## config.mk

```make
export PLATFORM = sky130hd
export DESIGN_NAME = xdwm_mix
export DESIGN_NICKNAME = d
export VERILOG_FILES = /design/src/design/xdwm_pkg.sv /design/src/design/xdwm_mix.sv
export SDC_FILE = /design/constraint.sdc
export NUM_CORES = 1
export LEC_CHECK = 0
export BUFFER_PORTS_ARGS = -buffer_cell sky130_fd_sc_hd__buf_2
export CORE_MARGIN = 2
export CORE_UTILIZATION = 64
export DETAILED_ROUTE_END_ITERATION = 8
export PLACE_DENSITY = 0.83
export SLEW_MARGIN = 30
export SYNTH_ARGS = -nofsm -noshare
export SYNTH_HDL_FRONTEND = slang
export SYNTH_SLANG_ARGS = --single-unit
```

## constraint.sdc

```tcl
create_clock -name clk_i -period 11.2 [get_ports clk_i]
set_input_delay 2.24 -clock clk_i [delete_from_list [all_inputs] [get_ports clk_i]]
set_output_delay 2.24 -clock clk_i [all_outputs]
set_load 0.1 [all_outputs]
```

## src/design/xdwm_pkg.sv

```systemverilog
// Shared constants and types for the X-drive wheel mixer.
// Used by every module of the block; depends on nothing.

package xdwm_pkg;

  localparam int FRACTION_BITS = 8;
  localparam int IN_W          = 8;
  localparam int OUT_W         = 16;
  localparam int NUM_WHEELS    = 4;
  localparam int IN_TDATA_W    = 3 * IN_W;
  localparam int OUT_TDATA_W   = NUM_WHEELS * OUT_W;

  localparam int WHEEL_FL = 0;
  localparam int WHEEL_BL = 1;
  localparam int WHEEL_FR = 2;
  localparam int WHEEL_BR = 3;

  // Back wheels are mounted reversed, so their results are negated.
  localparam logic [NUM_WHEELS-1:0] WHEEL_REVERSED = 4'b1010;

  localparam int MAG_W      = IN_W;
  localparam int DEN_W      = IN_W + 1;
  localparam int N_W        = 2 * IN_W + 2;
  localparam int NMAG_W     = N_W - 1;
  localparam int PEAK_W     = NMAG_W;
  localparam int REM_W      = PEAK_W + 1;
  localparam int FULL_SCALE = 100;
  localparam int SCALE      = FULL_SCALE << FRACTION_BITS;
  localparam int Q_W        = $clog2(SCALE + 1);
  localparam int DIVD_W     = NMAG_W + Q_W;
  localparam int RES_W      = (Q_W + 1 > OUT_W) ? Q_W + 1 : OUT_W;

  localparam int MIX_STAGES = 3;
  localparam int PIPE_DEPTH = MIX_STAGES + Q_W + 2;

  typedef struct packed {
    logic [NMAG_W-1:0] mag;
    logic              neg;
  } lane_t;

  typedef struct packed {
    lane_t [NUM_WHEELS-1:0] lane;
    logic  [PEAK_W-1:0]     peak;
  } mix_t;

endpackage

```

## src/design/xdwm_mix.sv

```systemverilog
// Front end of the wheel mixer: stick magnitudes, exact wheel numerators and the common peak.
// Three register stages; depends on xdwm_pkg.

module xdwm_mix
  import xdwm_pkg::*;
(
  input  logic                   clk_i,
  input  logic                   rst_ni,
  input  logic                   en_i,
  input  logic                   vld_i,
  input  logic signed [IN_W-1:0] forward_i,
  input  logic signed [IN_W-1:0] strafe_i,
  input  logic signed [IN_W-1:0] rotate_i,
  output mix_t                   mix_o
);

  logic        [MAG_W-1:0] af, as, mx;
  logic        [DEN_W-1:0] sum, den;
  logic signed [IN_W-1:0]  f1_q, s1_q, r1_q;
  logic        [MAG_W-1:0] mx1_q;
  logic        [DEN_W-1:0] den1_q;

  always_comb begin
    af  = forward_i[IN_W-1] ? MAG_W'(-forward_i) : MAG_W'(forward_i);
    as  = strafe_i[IN_W-1] ? MAG_W'(-strafe_i) : MAG_W'(strafe_i);
    sum = DEN_W'(af) + DEN_W'(as);
    mx  = (af > as) ? af : as;
    den = (sum == '0) ? DEN_W'(1) : sum;
  end

  always_ff @(posedge clk_i) begin
    if (en_i) begin
      f1_q   <= forward_i;
      s1_q   <= strafe_i;
      r1_q   <= rotate_i;
      mx1_q  <= mx;
      den1_q <= den;
    end
  end

  logic signed [N_W-1:0]    fe, se, re, mxe, dene, fps, fms, trans_p, trans_m, rot;
  logic signed [N_W-1:0]    n_d  [NUM_WHEELS];
  logic signed [N_W-1:0]    n2_q [NUM_WHEELS];
  logic        [PEAK_W-1:0] base2_q;

  always_comb begin
    fe      = N_W'(f1_q);
    se      = N_W'(s1_q);
    re      = N_W'(r1_q);
    mxe     = N_W'(mx1_q);
    dene    = N_W'(den1_q);
    fps     = fe + se;
    fms     = fe - se;
    trans_p = fps * mxe;
    trans_m = fms * mxe;
    rot     = re * dene;
    n_d[WHEEL_FL] = trans_p + rot;
    n_d[WHEEL_BL] = trans_m + rot;
    n_d[WHEEL_FR] = trans_m - rot;
    n_d[WHEEL_BR] = trans_p - rot;
  end

  always_ff @(posedge clk_i) begin
    if (en_i) begin
      n2_q    <= n_d;
      base2_q <= PEAK_W'(den1_q) * PEAK_W'(FULL_SCALE);
    end
  end

  mix_t mix_d, mix_q;

  always_comb begin
    mix_d.peak = base2_q;
    for (int i = 0; i < NUM_WHEELS; i++) begin
      mix_d.lane[i].mag = n2_q[i][N_W-1] ? NMAG_W'(-n2_q[i]) : NMAG_W'(n2_q[i]);
      mix_d.lane[i].neg = n2_q[i][N_W-1] ^ WHEEL_REVERSED[i];
      if (mix_d.lane[i].mag > mix_d.peak) begin
        mix_d.peak = mix_d.lane[i].mag;
      end
    end
  end

  always_ff @(posedge clk_i) begin
    if (en_i) begin
      mix_q <= mix_d;
    end
  end

  assign mix_o = mix_q;

  a_peak_covers: assert property (@(posedge clk_i) disable iff (!rst_ni)
    vld_i |-> (mix_q.peak >= mix_q.lane[WHEEL_FL].mag) && (mix_q.peak >= mix_q.lane[WHEEL_BL].mag)
           && (mix_q.peak >= mix_q.lane[WHEEL_FR].mag) && (mix_q.peak >= mix_q.lane[WHEEL_BR].mag))
    else $error("Peak is below a wheel magnitude.");

  a_peak_floor: assert property (@(posedge clk_i) disable iff (!rst_ni)
    vld_i |-> mix_q.peak >= PEAK_W'(FULL_SCALE))
    else $error("Peak is below full scale.");

endmodule

```

# Yosys cells after proc, flatten, opt, wreduce, memory -nomap -nowiden
# Cells that the tools add are included.
op_classes:
  order_cmp: 5
  mux: 11
  multipliers: 4
  add_sub_neg: 13
  reduce_logical: 1
  bitwise_logic: 2
ops:
  columns: ["operator", "count"]
  rows:
  - ["$mux W17", 8]
  - ["$neg A17 Y17", 4]
  - ["$gt A17 B17 Y1", 3]
  - ["$add A18 B18 Y18", 2]
  - ["$mul A9 B9 Y18", 2]
  - ["$sub A18 B18 Y18", 2]
  - ["$mux W8", 3]
  - ["$add A8 B8 Y9", 2]
  - ["$mul A8 B10 Y18", 1]
  - ["$gt A17 B16 Y1", 1]
  - ["$neg A8 Y8", 2]
  - ["$mul A9 B5 Y14 const B", 1]
  - ["$logic_not A9 Y1", 1]
  - ["$sub A8 B8 Y9", 1]
  - ["$gt A8 B8 Y1", 1]
  - ["$not A1 Y1", 2]
word_totals:
  regBits: 216
  wordCells: 55

# Depth between registers and ports, before layout
logic_depth:
  word_depth: 10
  ltp_mapped: 44

# Worst setup path before layout
# OpenSTA, ideal clock, no wires.
synth_path:
  path_type: "register to register"
  from: "reg n2_q[0] (netlist bit)"
  to: "reg mix_q (netlist bit mix_o[12]) (data pin)"
  arrival_time_ns: 9.486
  slack_ns: 1.431
  synth_period_minus_slack_ns: 9.769
  setup_time_ns: 0.282
  stages_incl_launch_ff: 42
  path_cell_list: "edfxtp_1 -> clkbuf_1 -> inv_1 -> ha_1 -> nand4_4 -> o31ai_1 -> xnor2_1 -> ha_1 -> a21o_1 -> a21oi_1 -> nor2b_1 -> o2111ai_1 -> a21oi_2 -> buf_6 -> mux2_2 -> inv_1 -> ha_1 -> and3_1 -> [... 6 more ...] -> ha_1 -> a21o_1 -> a21o_1 -> a21oi_1 -> o21a_1 -> a31o_2 -> nor2_1 -> clkbuf_1 -> mux2_2 -> ha_1 -> a21o_1 -> a21o_1 -> a21oi_1 -> o211ai_1 -> o311a_1 -> nor3_1 -> clkbuf_1 -> a221oi_1"
synth_rtl:
  columns: ["element", "line", "text"]
  rows:
  - ["start: declaration", "xdwm_mix.sv:43", "logic signed [N_W-1:0] n2_q [NUM_WHEELS];"]
  - ["start signal: assignment", "xdwm_mix.sv:65", "n2_q <= n_d;"]
  - ["end signal: assignment", "xdwm_mix.sv:85", "mix_q <= mix_d;"]
  - ["end: declaration", "xdwm_mix.sv:70", "mix_t mix_d, mix_q;"]

==> flow_summary.toml <==
[run_status]
status = "finished with violations"
violations = "DRC"

[synth]
synthMuxAreaShare_pct = 2.75
syn_area_um2 = 23200
synthTopCellsByArea = "edfxtp_1 (27%), ha_1 (17%), fa_1 (15%), inv_1 (6.6%), xnor2_1 (4.6%)"
ys.flop_type = "edfxtp_1"
ys_ff_latch = 210
syn-num-nets = 2850
syn_area_per_cell_um2 = 9.95
synth_fa_ha_area_share_pct = 32.2
synth_top_family_by_area = "adder cells"
yosys.area_share.simple_pct = 11.7
ys_seq_area_share_pct = 27.2
synth_edf_count = 210
syn_inst = 2330
synth_xor_area_share_pct = 7.21
post-synth-top-area-fraction_pct = 27.2
synth_compound_area_share_pct = 11.5
synthArstFlopShare_pct = 0
yosys.area.top_type = "edfxtp_1"
ys_types = 71
yosysWarnings = 0

[timing]
finalSetupTns_ps = 0
max_freq_mhz = 96.0
maxSlewViolCount = 0
rsz0062_at_grt = "false"
relSlewSlack_pct = 35.4
final.setup_skew_ps = 22.2
hold_viol_final = 0
worst_pin_slew_ps = 968
period_share_pct = 93.0
setup_violations = 0
period_needed_ps = 10420

[clock_network]
cts.clk_slew.worst_paths_ps = 60
htreeDepth = 1
root_buffer = "clkbuf_16"
clock_latency_ps = 540
cts_made_buffers = 24
clkSinkCount = 210
cts_resized = 0
postCtsSetupRepairBufs = 0
hold_buffers = 0
clk_path_buf_depth = 3
cts_tree = "done"

[job]
drv_cap = 0

[layout]
layout_commonest_cell = "inv_1"
fin_cells = 2911
fin_area_um2 = 25000
n_fill_cell = 2614
antenna_cells = 0
final_cell_mix = "inv_1 (409), ha_1 (318), edfxtp_1 (210)"
syn2layout_area_growth_pct = 8.02
layout.nets = 2952
drive_gt1_share_pct = 8.90

[grt]
grt_pass1_vias = 17207
grt_first_pass_wirelength_um = 87300
gr-total-overflow = 0
grt_use_total_pct = 28.9
grt_max_degree = 124
antenna_found_initial = 0

[worst_setup_path]
cp_slowest_cell = "o311a_1"
path_max_fanout = 22
start_kind = "flip-flop"
critPathCaptureType = "flip-flop"
worstPathArrival_ps = 10710
cpPeakStageDelay_ps = 700
worstPathRequired_ps = 11500
critPathKind = "reg2reg"
cpMostUsedCell = "a21o_1"

[placement]
hpwl_um = 44400
io_buffers = 114
placed_cell_area_um2 = 24200
placed_cells = 2867
gp_congestion = 0.927

[routing]
drt_wl_total_um = 54300
routed_via_density = 5.87
drt_iter0_drc = 979
postRouteAntennaNets = 0
drc = 24
avgRoutedWirePerCell_um = 18.7
drt-pass1-iter-count = 9
vias = 17087

[die]
row_count = 69
die_h_um = 194
dieArea_um2 = 37800
die_x_um = 194
design.core.area_um2 = 35700
initial_core_util_pct = 65.0
ios = 117

[hold_path]
min_path_type = "reg2reg"
[registers in the layout, summed over array words and instances, names as in the netlist]
signal	cells
den1_q	9
f1_q	8
base2_q	14
mx1_q	8
mix_o	86
mix_d	2
r1_q	8
s1_q	8
n2_q	67
[worst paths after layout]
kind	from	end	slack, ps	cells after the start
max reg2reg	n2_q[60]$_DFFE_PP_	mix_o[5]$_DFFE_PP_	780	40
min reg2reg	n2_q[16]$_DFFE_PP_	mix_o[88]$_DFFE_PP_	670	1
max	n2_q[60]$_DFFE_PP_	mix_o[5]$_DFFE_PP_	780	40
min	n2_q[16]$_DFFE_PP_	mix_o[88]$_DFFE_PP_	670	1
[metrics by stage]
step / setup slack [ps] / hold slack, ps / util, %
after floorplan: 1430 / 424 / -
after global placement: 1010 / 654 / 67.9
after detailed placement: 870 / 661 / 67.9
after CTS: 808 / 679 / 70.2
after global routing: 121 / 705 / 70.3
final: 784 / 673 / 70.3
[cell families after synthesis]
group / after synthesis
adder cells (fa/ha/maj): 492
buffers and inverters: 455
XOR/XNOR: 190
AO/OA/AOI/OAI: 395
AND/OR/NAND/NOR: 530
flip-flops: 210
multiplexers: 58
[metal layers]
layer / global-route usage (%) / part of all wire [%]
met5: 0 / 0
met4: 9.00 / 3.1
met3: 2.64 / 4.9
met2: 52.9 / 51
met1: 36.3 / 41
[layout make-up]
| cell class | count | area, um2 | share of cell area, % |
|---|---|---|---|
| Tap cell | 461 | 577 | 2.30 |
| Multi-Input combinational cell | 1665 | 15100 | 60.4 |
| Inverter | 409 | 1540 | 6.13 |
| Clock buffer | 27 | 633 | 2.53 |
| Timing Repair Buffer | 122 | 644 | 2.57 |
| Sequential cell | 210 | 6310 | 25.2 |
| Clock inverter | 17 | 215 | 0.859 |
[critical path, delay by kind of cell (launching register included)]
kind / cells / cell delay [ps]
flops: 1 / 450
buf+inv: 4 / 870
xor+xnor: 1 / 230
simple gates: 5 / 1310
compound gates: 23 / 4930
mux: 3 / 1220
fa+ha+maj: 4 / 1170
[synth_stat cells (11+ instances only)]
cell type and count:
a21o_1 35, a21oi_1 94, a221oi_1 11, and2_1 100, clkbuf_1 37, edfxtp_1 210
fa_1 174, ha_1 318, inv_1 409, mux2_2 30, mux2i_1 24, nand2_1 140
nand2b_1 26, nand3_1 24, nor2_1 101, nor2b_1 35, nor3_1 30, nor4_1 12
o21a_1 26, o21ai_0 74, o21bai_1 28, o31ai_1 21, o41ai_1 15, or3_1 17
xnor2_1 121, xor2_1 68
Power is not shown: default switching activity piles up to over one toggle a cycle in this logic, so the estimate is an artifact.
