### src/design/xdwm_pkg.sv
// Shared constants and types for the X-drive wheel mixer.
// Used by every module of the block; depends on nothing.

package xdwm_pkg;

  localparam int FRACTION_BITS = 8;
  localparam int IN_W          = 8;
  localparam int OUT_W         = 16;
  localparam int NUM_WHEELS    = 4;
  localparam int IN_TDATA_W    = 3 * IN_W;
  localparam int OUT_TDATA_W   = NUM_WHEELS * OUT_W;

  localparam int WHEEL_FL = 0;
  localparam int WHEEL_BL = 1;
  localparam int WHEEL_FR = 2;
  localparam int WHEEL_BR = 3;

  // Back wheels are mounted reversed, so their results are negated.
  localparam logic [NUM_WHEELS-1:0] WHEEL_REVERSED = 4'b1010;

  localparam int MAG_W      = IN_W;
  localparam int DEN_W      = IN_W + 1;
  localparam int N_W        = 2 * IN_W + 2;
  localparam int NMAG_W     = N_W - 1;
  localparam int PEAK_W     = NMAG_W;
  localparam int REM_W      = PEAK_W + 1;
  localparam int FULL_SCALE = 100;
  localparam int SCALE      = FULL_SCALE << FRACTION_BITS;
  localparam int Q_W        = $clog2(SCALE + 1);
  localparam int DIVD_W     = NMAG_W + Q_W;
  localparam int RES_W      = (Q_W + 1 > OUT_W) ? Q_W + 1 : OUT_W;

  localparam int MIX_STAGES = 3;
  localparam int PIPE_DEPTH = MIX_STAGES + Q_W + 2;

  typedef struct packed {
    logic [NMAG_W-1:0] mag;
    logic              neg;
  } lane_t;

  typedef struct packed {
    lane_t [NUM_WHEELS-1:0] lane;
    logic  [PEAK_W-1:0]     peak;
  } mix_t;

endpackage

### src/design/xdwm_div.sv
// One wheel lane: scale by full range, pipelined restoring division by the peak, sign.
// One quotient bit per stage; depends on xdwm_pkg.

module xdwm_div
  import xdwm_pkg::*;
(
  input  logic                    clk_i,
  input  logic                    rst_ni,
  input  logic                    en_i,
  input  logic                    vld_i,
  input  lane_t                   lane_i,
  input  logic [PEAK_W-1:0]       peak_i,
  output logic signed [OUT_W-1:0] speed_o
);

  logic [DIVD_W-1:0] prod;
  logic [PEAK_W-1:0] rem_q  [Q_W];
  logic [Q_W-1:0]    low_q  [Q_W];
  logic [PEAK_W-1:0] peak_q [Q_W];
  logic [Q_W-1:0]    quo_q  [Q_W+1];
  logic              neg_q  [Q_W+1];

  assign prod = DIVD_W'(lane_i.mag) * DIVD_W'(SCALE);

  always_ff @(posedge clk_i) begin
    if (en_i) begin
      rem_q[0]  <= prod[DIVD_W-1:Q_W];
      low_q[0]  <= prod[Q_W-1:0];
      peak_q[0] <= peak_i;
      quo_q[0]  <= '0;
      neg_q[0]  <= lane_i.neg;
    end
  end

  for (genvar k = 0; k < Q_W; k++) begin : g_step
    logic [REM_W-1:0] trial, diff;
    logic             fits;

    always_comb begin
      trial = {rem_q[k], low_q[k][Q_W-1]};
      fits  = trial >= REM_W'(peak_q[k]);
      diff  = fits ? trial - REM_W'(peak_q[k]) : trial;
    end

    if (k < Q_W - 1) begin : g_mid
      always_ff @(posedge clk_i) begin
        if (en_i) begin
          rem_q[k+1]  <= diff[PEAK_W-1:0];
          low_q[k+1]  <= low_q[k] << 1;
          peak_q[k+1] <= peak_q[k];
        end
      end
    end

    always_ff @(posedge clk_i) begin
      if (en_i) begin
        quo_q[k+1] <= {quo_q[k][Q_W-2:0], fits};
        neg_q[k+1] <= neg_q[k];
      end
    end
  end

  logic signed [RES_W-1:0] q_ext, res;
  logic signed [OUT_W-1:0] speed_q;

  always_comb begin
    q_ext = RES_W'(quo_q[Q_W]);
    res   = neg_q[Q_W] ? -q_ext : q_ext;
  end

  always_ff @(posedge clk_i) begin
    if (en_i) begin
      speed_q <= res[OUT_W-1:0];
    end
  end

  assign speed_o = speed_q;

  a_quo_range: assert property (@(posedge clk_i) disable iff (!rst_ni)
    vld_i |-> quo_q[Q_W] <= Q_W'(SCALE))
    else $error("Wheel quotient exceeds full scale.");

endmodule

### config.mk
export PLATFORM = sky130hd
export DESIGN_NAME = xdwm_div
export DESIGN_NICKNAME = d
export VERILOG_FILES = /design/src/design/xdwm_pkg.sv /design/src/design/xdwm_div.sv
export SDC_FILE = /design/constraint.sdc
export NUM_CORES = 1
export LEC_CHECK = 0
export BUFFER_PORTS_ARGS = -buffer_cell sky130_fd_sc_hd__buf_2
export CORE_MARGIN = 3
export CORE_UTILIZATION = 57
export DETAILED_ROUTE_END_ITERATION = 16
export PLACE_DENSITY = 0.73
export SLEW_MARGIN = 25
export SYNTH_ARGS = -nofsm -noshare
export SYNTH_HDL_FRONTEND = slang
export SYNTH_SLANG_ARGS = --single-unit
export TNS_END_PERCENT = 20
### constraint.sdc
create_clock -name clk_i -period 5.4 [get_ports clk_i]
set_input_delay 0.27 -clock clk_i [delete_from_list [all_inputs] [get_ports clk_i]]
set_output_delay 0.27 -clock clk_i [all_outputs]
set_load 0.03 [all_outputs]
* Yosys cells after proc, flatten, opt, wreduce, memory -nomap -nowiden
Memories as Yosys holds them, arrays and structs flattened.
Index checks and enable logic that the tools add are counted.
** Word-level totals
- Output and inout bits :: 16
- Word-level logic and storage cells :: 55
- Bits of input ports :: 39
- Flip-flop bits (word level) :: 16
- Memory bits (writable) :: 976
- Memories :: 5
** Memory list
- peak_q :: words 15, width 17, read ports 15, clocked after memory_dff 0, wr ports 15, line xdwm_div.sv:19 : logic [PEAK_W-1:0] peak_q [Q_W];
- rem_q :: words 15, width 17, read ports 15, clocked after memory_dff 0, wr ports 15, line xdwm_div.sv:17 : logic [PEAK_W-1:0] rem_q [Q_W];
- quo_q :: words 16, width 15, read ports 16, clocked after memory_dff 0, wr ports 16, line xdwm_div.sv:20 : logic [Q_W-1:0] quo_q [Q_W+1];
- low_q :: words 15, width 14, read ports 15, clocked after memory_dff 0, wr ports 15, line xdwm_div.sv:18 : logic [Q_W-1:0] low_q [Q_W];
- neg_q :: words 16, width 1, read ports 16, clocked after memory_dff 0, wr ports 16, line xdwm_div.sv:21 : logic neg_q [Q_W+1];
** Cells by class
- Multiply operators :: 1
- Mux-type cells :: 17
- Add/sub/neg operators :: 15
- $lt $le $gt $ge :: 15
** Operator list (number)
- 18-bit by 17-bit greater-or-equal comparator with 1-bit output :: 15
- 17-bit 2-to-1 mux :: 14
- 17-bit subtractor :: 14
- 17-bit by 5-bit multiplier with 22-bit output (second input constant) :: 1
- 15-bit negation with 16-bit output :: 1
- 15-bit 2-to-1 mux :: 1
- 1-bit 2-to-1 mux :: 2

* Longest topological paths before layout
Gate-level depths: netlist of the first run.
An unclocked memory read counts as a cell.
- Depth in word-level cells :: 3
- Gate-level depth with buffers :: 13

* Worst setup path before layout of the first run
No wires, ideal clock.
- Path type :: input to register
- From :: in lane_i[4] (netlist bit)
- To :: mem rem_q[0][16] (netlist bit) (data pin)
- Arrival :: 3.118 ns
- Library setup time :: 0.266 ns
- Cell stages on the path :: 13
- Path slack :: 2.016 ns
- Path buffers :: 0
- Path through :: ha_1 ha_1 inv_1 fa_1 inv_1 ha_1 nand3_1 o22ai_1 o2111ai_1 nor2b_1 o311a_1 o2111ai_1 or3b_1
** RTL lines
- start: declaration :: line xdwm_div.sv:11 : input lane_t lane_i,
- end: declaration :: line xdwm_div.sv:17

==> impl_metrics.tcl, run 1 <==
set metrics [dict create \
    grt_pass1_vias 24600 \
    worst_slew_pin_slew_ns 0.892 \
    wl_met2_um 39000 \
    rsz0062_at_grt "no" \
    r2r-start "low_q[0][69]" \
    grt_max_degree 164 \
    cp_top_family "adder cells" \
    p_total_uw 25100 \
    yosysUniqueCellTypes 87 \
    antenna_found_initial 0 \
    fin_crit_ns 3.71 \
    setup_violations 0 \
    cp_cell_sequence "dlygate4sd3_1 -> buf_2 -> ha_1 -> ha_1 -> inv_1 -> fa_1 -> inv_1 -> ha_1 -> nand3_1 -> o22ai_1 -> o2111ai_1 -> nor2b_1 -> o311a_1 -> o2111ai_1 -> or3b_1" \
    max_freq_ghz 0.269 \
    maxSlewViolCount 0 \
    hpwl_um 54800 \
    hp-start "lane_i[5]" \
    cts_buffers 75 \
    grt_pass1_wl_um 123000 \
    core_um2 66000 \
    nets 3615 \
    crit_slowest_cell "dlygate4sd3_1" \
    worst-endpoint-arrival_ns 4.06 \
    grt_usage_pct 21.5 \
    synth_edf_count 677 \
    hp-class "in -> reg" \
    worst_setup_path_end_kind "flip-flop" \
    power.density_nw_per_um2 595 \
    path_clk_slew_ns 0.06 \
    netlist_area_um2 38100 \
    place.gp.congestion 0.891 \
    die_w_um 264 \
    num_antenna_cells 0 \
    wl_per_cell_um 18.1 \
    grt.overflow.total 0 \
    rows 94 \
    wl_met1_um 31300 \
    seq_area_frac_synth_pct 53.4 \
    die_y_um 264 \
    p_leak_uw 0.0174 \
    synth_warnings 0 \
    cts_max_level 3 \
    synth_nets 3497 \
    path_class "in -> reg" \
    hold_viol 0 \
    drt_iter0_markers 1639 \
    ys.flop_type "edfxtp_1" \
    portBuffers 52 \
    worst-path-max-fanout 5 \
    num_io_pins 55 \
    slowest_delay_ns 0.53 \
    path_buf_inv 4 \
    die_area_um2 69900 \
    ir_drop_v 0.000281 \
    cts_tree "done" \
    syn_inst 3122 \
    period_share_pct 68.7 \
    detail-route-antenna-nets 0 \
    start_util_pct 57.7 \
    worstSetupStartpoint "lane_i[4]" \
    wl_met3_um 2600 \
    topRoutingLayerUsed "met4" \
    maxSlewHeadroom_pct 40.5 \
    clock_path_buffers 3 \
    vias_per_cell 5.81 \
    ff2ff_setup_slack_ns 2.07 \
    outcome "completed" \
    cp-start-kind "input pin" \
    synthArstFlopShare_pct 0 \
    drv_cap 0 \
    skew_ns 0.0221 \
    worst_ep_required_time_ns 5.75 \
    drive_above_1_share_pct 11.8 \
    clock-root-buffer "clkbuf_16" \
    clkLatencyLatePin_ns 0.62 \
    cp_common_cell "ha_1" \
    dr.pass1.iters 6 \
    syn2layout_area_growth_pct 10.7 \
    post-route-drc-count 0 \
    fin_tns_setup_ns 0 \
    via_count 24200 \
    synth_area_per_cell_um2 12.2 \
    ys_ff_latch 677 \
    wl_um 75200 \
    cts.sinks 677 \
    num-fill-cells 4904 \
]
power breakdown:
| group | internal [uW] | leakage, uW | switching, uW | total [uW] |
|---|---|---|---|---|
| combinational | 5210 | 0.00950 | 5880 | 11100 |
| clock | 3320 | 0.00126 | 2090 | 5400 |
| sequential | 7800 | 0.00661 | 769 | 8570 |
| total | 16300 | 0.0174 | 8740 | 25100 |
flip-flops by register name, indices dropped and copies added (netlist names):
signal and cells:
speed_o 16, neg_q 16, quo_q 120, rem_q 255, peak_q 255, low_q 15
worst register-to-register path, stage by stage, from the launching register on:
cell      delay (ns)
edfxtp_1        0.35
inv_1           0.06
ha_1            0.22
fa_1            0.41
nor2b_1         0.16
o31a_1          0.21
o221ai_2        0.18
a21oi_2         0.27
nor2_2          0.10
a31oi_4         0.68
mux2_2          0.43
metrics by stage:
stage / worst slack, ns / hold WS (ns) / area (um2) / std cells / utilization (%)
after floorplan: 2.02 / 0.369 / 38100 / 3122 / -
after global placement: 1.67 / 0.400 / 39300 / 4005 / 59.5
after detailed placement: 1.64 / 0.405 / 39300 / 4005 / 59.6
after CTS: 1.74 / 0.136 / 42100 / 4162 / 63.9
after global routing: 1.57 / 0.179 / 42100 / 4162 / 63.9
final: 1.69 / 0.174 / 42100 / 4162 / 63.9
layout by cell type, fill, tap and decap left out, drive strengths merged, types with 7 or more instances in the layout:
cell,instances
inv,395
a21boi,9
clkbuf,87
fa,26
o21ai,152
o31a,22
nand3,44
o211ai,24
o31ai,29
mux2i,20
buf,59
nand2,140
nand4,32
xnor2,113
a211o,8
nand2b,35
o21bai,20
or2,13
xor2,64
nor2b,32
a21oi,158
o41ai,7
or3,14
a211oi,34
o2111ai,8
edfxtp,677
nor3,43
mux2,172
clkinv,24
a21o,93
nor2,165
dlygate4sd3,22
bufinv,15
and2,18
a31oi,38
o21a,65
and3,22
ha,310
final timing paths:
kind,to,cells past startpoint
worst max-delay path,rem_q[0][16],15
worst min-delay path,low_q[0][13],3
worst max register to register,rem_q[0][89],10
worst min register to register,quo_q[1][84],0
cell usage after synthesis, types with 23 or more instances:
library cell  number  area share, %
a211oi_1          34           0.67
a21o_1            93            1.8
a21oi_1          152            2.0
a31oi_1           34           0.56
edfxtp_1         677             53
fa_1              26            1.4
ha_1             310             10
inv_1            388            3.8
mux2_2           127            3.8
mux2_4            30            1.2
nand2_1          139            1.4
nand2b_1          35           0.58
nand3_1           44           0.58
nand4_1           32           0.53
nor2_1           164            1.6
nor2b_1           32           0.53
nor3_1            43           0.57
o211ai_1          23           0.45
o21a_1            63            1.2
o21ai_0          134            1.8
xnor2_1          113            2.6
xor2_1            64            1.5
cell type report:
class                      instances  area [um2]  share of cell area (%)
multi-input combinational       2015       16000                    38.1
sequential                       677       20300                    48.2
clock buffer                      87        1940                    4.61
clock inverter                    48         674                    1.60
timing repair buffer              81         593                    1.41
inverter                         390        1470                    3.49
tap                              864        1080                    2.57
timing repair:
action | CTS | global route
buffers inserted | 0 | 0
hold buffers | 22 | 0
gates resized for setup | 0 | 0
hold endpoints to repair | 22 | 0
cells by family after synthesis:
logic type	synth area share (%)
mux	5.91
xor+xnor	4.07
flops	53.4
compound gates	12.9
simple gates	7.62
buf+inv	4.50
fa+ha+maj	11.6
routing by layer:
| metal | vias up | track usage, % |
|---|---|---|
| met1 | 11800 | 25.7 |
| met4 | 0 | 8.00 |
| met3 | 150 | 2.83 |
| met2 | 488 | 39.8 |
| li1 | 11700 | - |
| met5 | - | 0 |
Note: power is estimated with default switching activity, not from simulation.
==> run 2: changes to the inputs <==
clock period = 3.8 ns   (was 5.4 ns; I/O delays follow)
==> run 2 against run 1 <==
Effect of this change: sequential power up 42%; power up 38%; register-to-register slack worse by 1.4 ns; sequential share of layout area up 0.21 points; first-iteration DRC count down 18%; clock power up 24%; global-route usage up 0.41 points; critical endpoint unchanged; non-clock buffer count up 18; clock skew up 0.0044 ns.
==> impl_metrics.tcl, run 2 (synthesis gave the netlist of run 1 again) <==
set metrics [dict create \
    outcome "completed" \
    cts_max_level 3 \
    grt_usage_pct 21.9 \
    cts_resized 0 \
    design_area_um2 42000 \
    hold_viol 0 \
    die_area_um2 69900 \
    clock-root-buffer "clkbuf_16" \
    cts_setup_buffers 0 \
    place_area_um2 39500 \
    placed_cells 4023 \
    grt.overflow.total 0 \
    max_freq_ghz 0.273 \
    postCtsHoldBufs 22 \
    drt_iter0_markers 1341 \
    cp_cell_sequence "dlygate4sd3_1 -> buf_2 -> ha_1 -> ha_1 -> inv_1 -> fa_1 -> inv_1 -> ha_1 -> nand3_1 -> o22ai_1 -> o2111ai_1 -> nor2b_1 -> o311a_1 -> o2111ai_1 -> or3b_1" \
    cp_top_family "adder cells" \
    cts_tree "done" \
    worst_setup_path_end_kind "flip-flop" \
    maxSlewHeadroom_pct 34.7 \
    period_share_pct 96.4 \
    path_class "in -> reg" \
    drive_above_1_share_pct 12.0 \
    antenna_found_initial 0 \
    p_leak_uw 0.0173 \
    final_common_cell "edfxtp_1" \
    maxSlewViolCount 0 \
    wl_um 76100 \
    rows 94 \
    worst_ep_required_time_ns 4.14 \
    syn2layout_area_growth_pct 10.2 \
    dr.pass1.iters 5 \
    fin_tns_setup_ns 0 \
    rsz0062_at_grt "no" \
    post-route-drc-count 0 \
    cp-start-kind "input pin" \
    mostFrequentLayoutCells "677 x edfxtp_1, 388 x inv_1, 310 x ha_1" \
    hpwl_um 56900 \
    portBuffers 52 \
    cts_buffers 74 \
    worst-path-max-fanout 5 \
    start_util_pct 57.7 \
    slowest_delay_ns 0.53 \
    crit_slowest_cell "dlygate4sd3_1" \
    reg_top3 "peak_q: 255 flops, rem_q: 255 flops, quo_q: 120 flops" \
    clock_path_buffers 3 \
    hp-class "in -> reg" \
    worst-endpoint-arrival_ns 4.00 \
    setup_violations 0 \
    grt_pass1_vias 24900 \
    worst_slew_pin_slew_ns 0.979 \
    skew_ns 0.0265 \
    die_w_um 264 \
    ir_drop_v 0.000427 \
    drv_cap 0 \
    core_um2 66000 \
    wl_per_cell_um 18.2 \
    cp_common_cell "ha_1" \
    final_cells 4175 \
    detail-route-antenna-nets 0 \
    num_antenna_cells 0 \
    power.density_nw_per_um2 825 \
    clkLatencyLatePin_ns 0.61 \
    num_io_pins 55 \
    place.gp.congestion 0.881 \
    vias_per_cell 5.82 \
    path_buf_inv 4 \
    nets 3632 \
    fin_crit_ns 3.66 \
    grt_max_degree 103 \
    cts.sinks 677 \
    via_count 24300 \
    die_y_um 264 \
    grt_pass1_wl_um 125000 \
    path_clk_slew_ns 0.05 \
]
run 2: metal layers:
layer | GRT usage (%) | up-vias | share of wire [%]
met5 | 0 | - | 0
met4 | 8.05 | 0 | 3.5
met3 | 2.99 | 169 | 3.4
met2 | 40.1 | 510 | 51
met1 | 26.6 | 11800 | 42
li1 | - | 11800 | -
run 2: path summary, 6_finish.rpt:
path,startpoint,end,slack (ns),cells after the start
worst max register to register,low_q[0][55],rem_q[0][71],0.62,10
worst max-delay path,lane_i[4],rem_q[0][16],0.14,15
worst min-delay path,lane_i[5],low_q[0][13],0.10,3
worst min register to register,quo_q[1][53],quo_q[1][69],0.41,0
run 2: layout make-up:
type,instances,area (um2)
fillers,4914,24000
flip-flops and latches,677,20300
multi-input cells,2015,16000
clock buffers,84,1910
inverters,390,1470
well taps,864,1080
repair buffers,99,791
clock inverters,46,333
run 2: per-stage QoR:
stage	hold WS [ns]	setup slack, ns	power, uW	utilization (%)
4_1_cts	0.0685	0.186	34800	63.6
6_report	0.104	0.138	34600	63.6
3_3_place_gp	0.368	0.126	27400	59.8
2_1_floorplan	0.289	0.496	24400	-
3_5_place_dp	0.368	0.106	27900	59.8
5_1_grt	0.112	0.0207	37000	63.6
run 2: worst reg2reg max path, stage by stage (launching register included):
cell,delay [ns]
edfxtp_1,0.38
inv_1,0.11
ha_1,0.19
fa_1,0.21
nor2b_1,0.08
o31ai_2,0.23
a21oi_1,0.22
a31oi_1,0.29
nand2_1,0.14
a31oi_4,0.64
mux2_2,0.42
run 2: where the power goes:
| group | internal [uW] | total, uW | leakage, uW | switching [uW] |
|---|---|---|---|---|
| Sequential | 11100 | 12200 | 0.00661 | 1080 |
| Clock | 3820 | 6670 | 0.00110 | 2850 |
| Combinational | 7470 | 15800 | 0.00961 | 8330 |
| Total | 22400 | 34600 | 0.0173 | 12300 |
==> run 3: changes to the inputs <==
ABC_CLOCK_PERIOD_IN_PS = 3800   (was not set)
BUFFER_PORTS_ARGS = -buffer_cell sky130_fd_sc_hd__buf_4   (was -buffer_cell sky130_fd_sc_hd__buf_2)
==> run 3 against run 2 <==
Effect of this change: wire length rose by 0.96%; setup slack better by 0.077 ns; maximum frequency grew 2.2%; clock skew is 0.0037 ns lower; critical endpoint unchanged; largest cell class unchanged; highest routed layer unchanged.
==> impl_metrics.tcl, run 3 (synthesis gave the netlist of run 1 again) <==
set metrics [dict create \
    outcome "completed" \
    num_io_pins 55 \
    dr.pass1.iters 5 \
    detail-route-antenna-nets 0 \
    grt_pass1_wl_um 125000 \
    maxSlewViolCount 0 \
    cts_buffers 74 \
    clkLatencyLatePin_ns 0.61 \
    final_common_cell "edfxtp_1" \
    worst-endpoint-arrival_ns 3.92 \
    syn2layout_area_growth_pct 10.6 \
    design_area_um2 42100 \
    fin_tns_setup_ns 0 \
    grt.overflow.total 0 \
    place.gp.congestion 0.930 \
    worstSetupStartpoint "lane_i[4]" \
    skew_ns 0.0228 \
    grt_max_degree 107 \
    clock_path_buffers 3 \
    p_leak_uw 0.0173 \
    vias_per_cell 5.79 \
    ir_drop_v 0.000495 \
    grt_pass1_vias 24600 \
    mostFrequentLayoutCells "677 x edfxtp_1, 388 x inv_1, 310 x ha_1" \
    worst_slew_pin_slew_ns 1.02 \
    cts_max_level 3 \
    maxSlewHeadroom_pct 32.2 \
    die_y_um 264 \
    endpoint "rem_q[0][16]" \
    reg_top3 "peak_q: 255 flops, rem_q: 255 flops, quo_q: 120 flops" \
    setup_violations 0 \
    portBuffers 52 \
    die_area_um2 69900 \
    drive_above_1_share_pct 11.8 \
    r2r-start "peak_q[0][68]" \
    cp-start-kind "input pin" \
    placed_cells 4020 \
    power.density_nw_per_um2 827 \
    start_util_pct 57.7 \
    clock-root-buffer "clkbuf_16" \
    hp-class "in -> reg" \
    rr_worst_depth 9 \
    cts.sinks 677 \
    fin_crit_ns 3.58 \
    worst-path-max-fanout 5 \
    via_count 24200 \
    wl_um 76800 \
    hold_viol 0 \
    drv_cap 0 \
    place_area_um2 39600 \
    crit_slowest_cell "dlygate4sd3_1" \
    worst_setup_path_end_kind "flip-flop" \
    drt_iter0_markers 1538 \
    num_antenna_cells 0 \
    period_share_pct 94.3 \
    post-route-drc-count 0 \
    wl_per_cell_um 18.4 \
    ff2ff_setup_slack_ns 0.53 \
    cp_common_cell "ha_1" \
    core_um2 66000 \
    grt_usage_pct 22.1 \
    antenna_found_initial 0 \
    r2r-end "rem_q[0][93]" \
    path_clk_slew_ns 0.06 \
    final_cells 4173 \
    nets 3629 \
    die_w_um 264 \
    max_freq_ghz 0.279 \
    cts_tree "done" \
    worst_ep_required_time_ns 4.14 \
    rsz0062_at_grt "no" \
    rows 94 \
    hpwl_um 57500 \
    slowest_delay_ns 0.53 \
    holdWs_ns 0.109 \
    path_class "in -> reg" \
    cp_cell_sequence "dlygate4sd3_1 -> buf_4 -> ha_1 -> ha_1 -> inv_1 -> fa_1 -> inv_1 -> ha_1 -> nand3_1 -> o22ai_2 -> o2111ai_1 -> nor2b_1 -> o311a_1 -> o2111ai_1 -> or3b_1" \
]
[run 3: metal layers]
| layer | routed length, um | vias up | share of wire, % | global-route usage [%] |
|---|---|---|---|---|
| li1 | - | 11800 | - | - |
| met1 | 32700 | 11800 | 43 | 27.3 |
| met2 | 39500 | 491 | 51 | 40.4 |
| met3 | 2370 | 143 | 3.1 | 2.71 |
| met4 | 2260 | 0 | 2.9 | 7.63 |
| met5 | 0 | - | 0 | 0 |
[run 3: how the worst min path moves through the flow]
stage	endpoint	slack (ns)	from	depth (start not counted)
4_1_cts	low_q[0][13]	0.07	lane_i[5]	3
5_1_grt	low_q[0][13]	0.1	lane_i[5]	3
3_3_place_gp	peak_q[0][12]	0.37	peak_i[12]	1
3_5_place_dp	peak_q[0][8]	0.37	peak_i[8]	1
2_1_floorplan	low_q[0][10]	0.29	lane_i[2]	0
6_report	low_q[0][13]	0.11	lane_i[5]	3
[run 3: layout make-up]
type                            count  area [um2]
Inverter                          390        1470
Clock inverter                     40         313
Multi-Input combinational cell   2015       16000
Clock buffer                       91        1960
Timing Repair Buffer               96         896
Tap cell                          864        1080
Sequential cell                   677       20300
Fill cell                        4924       23900
[run 3: what timing repair did]
action / CTS / global route
endpoints found under the setup margin: 0 / 1
setup buffers: 0 / 0
endpoints found under the hold margin: 22 / 0
hold buffers: 22 / 0
resized for setup: 0 / 1
[run 3: per-stage QoR]
| step | util, % | total power, uW | setup slack [ns] |
|---|---|---|---|
| 6_report | 63.8 | 34800 | 0.215 |
| 4_1_cts | 63.8 | 35000 | 0.155 |
| 3_3_place_gp | 60.0 | 27500 | 0.120 |
| 3_5_place_dp | 60.0 | 28000 | 0.0740 |
| 5_1_grt | 63.8 | 37200 | 0.0287 |
| 2_1_floorplan | - | 24400 | 0.496 |
[run 3: worst max-delay path: cells and delay by family]
family | cells | cell delay [ns]
AOI/OAI and AO/OA | 4 | 0.90
buffers and inverters | 4 | 0.76
and+or+nand+nor | 3 | 0.67
adders and majority gates | 4 | 1.40
[run 3: where the power goes]
part	switching, uW	total (uW)	internal [uW]	leakage (uW)
sequential	1120	12200	11100	0.00661
combinational	8310	15800	7510	0.00964
clock	2830	6760	3930	0.00110
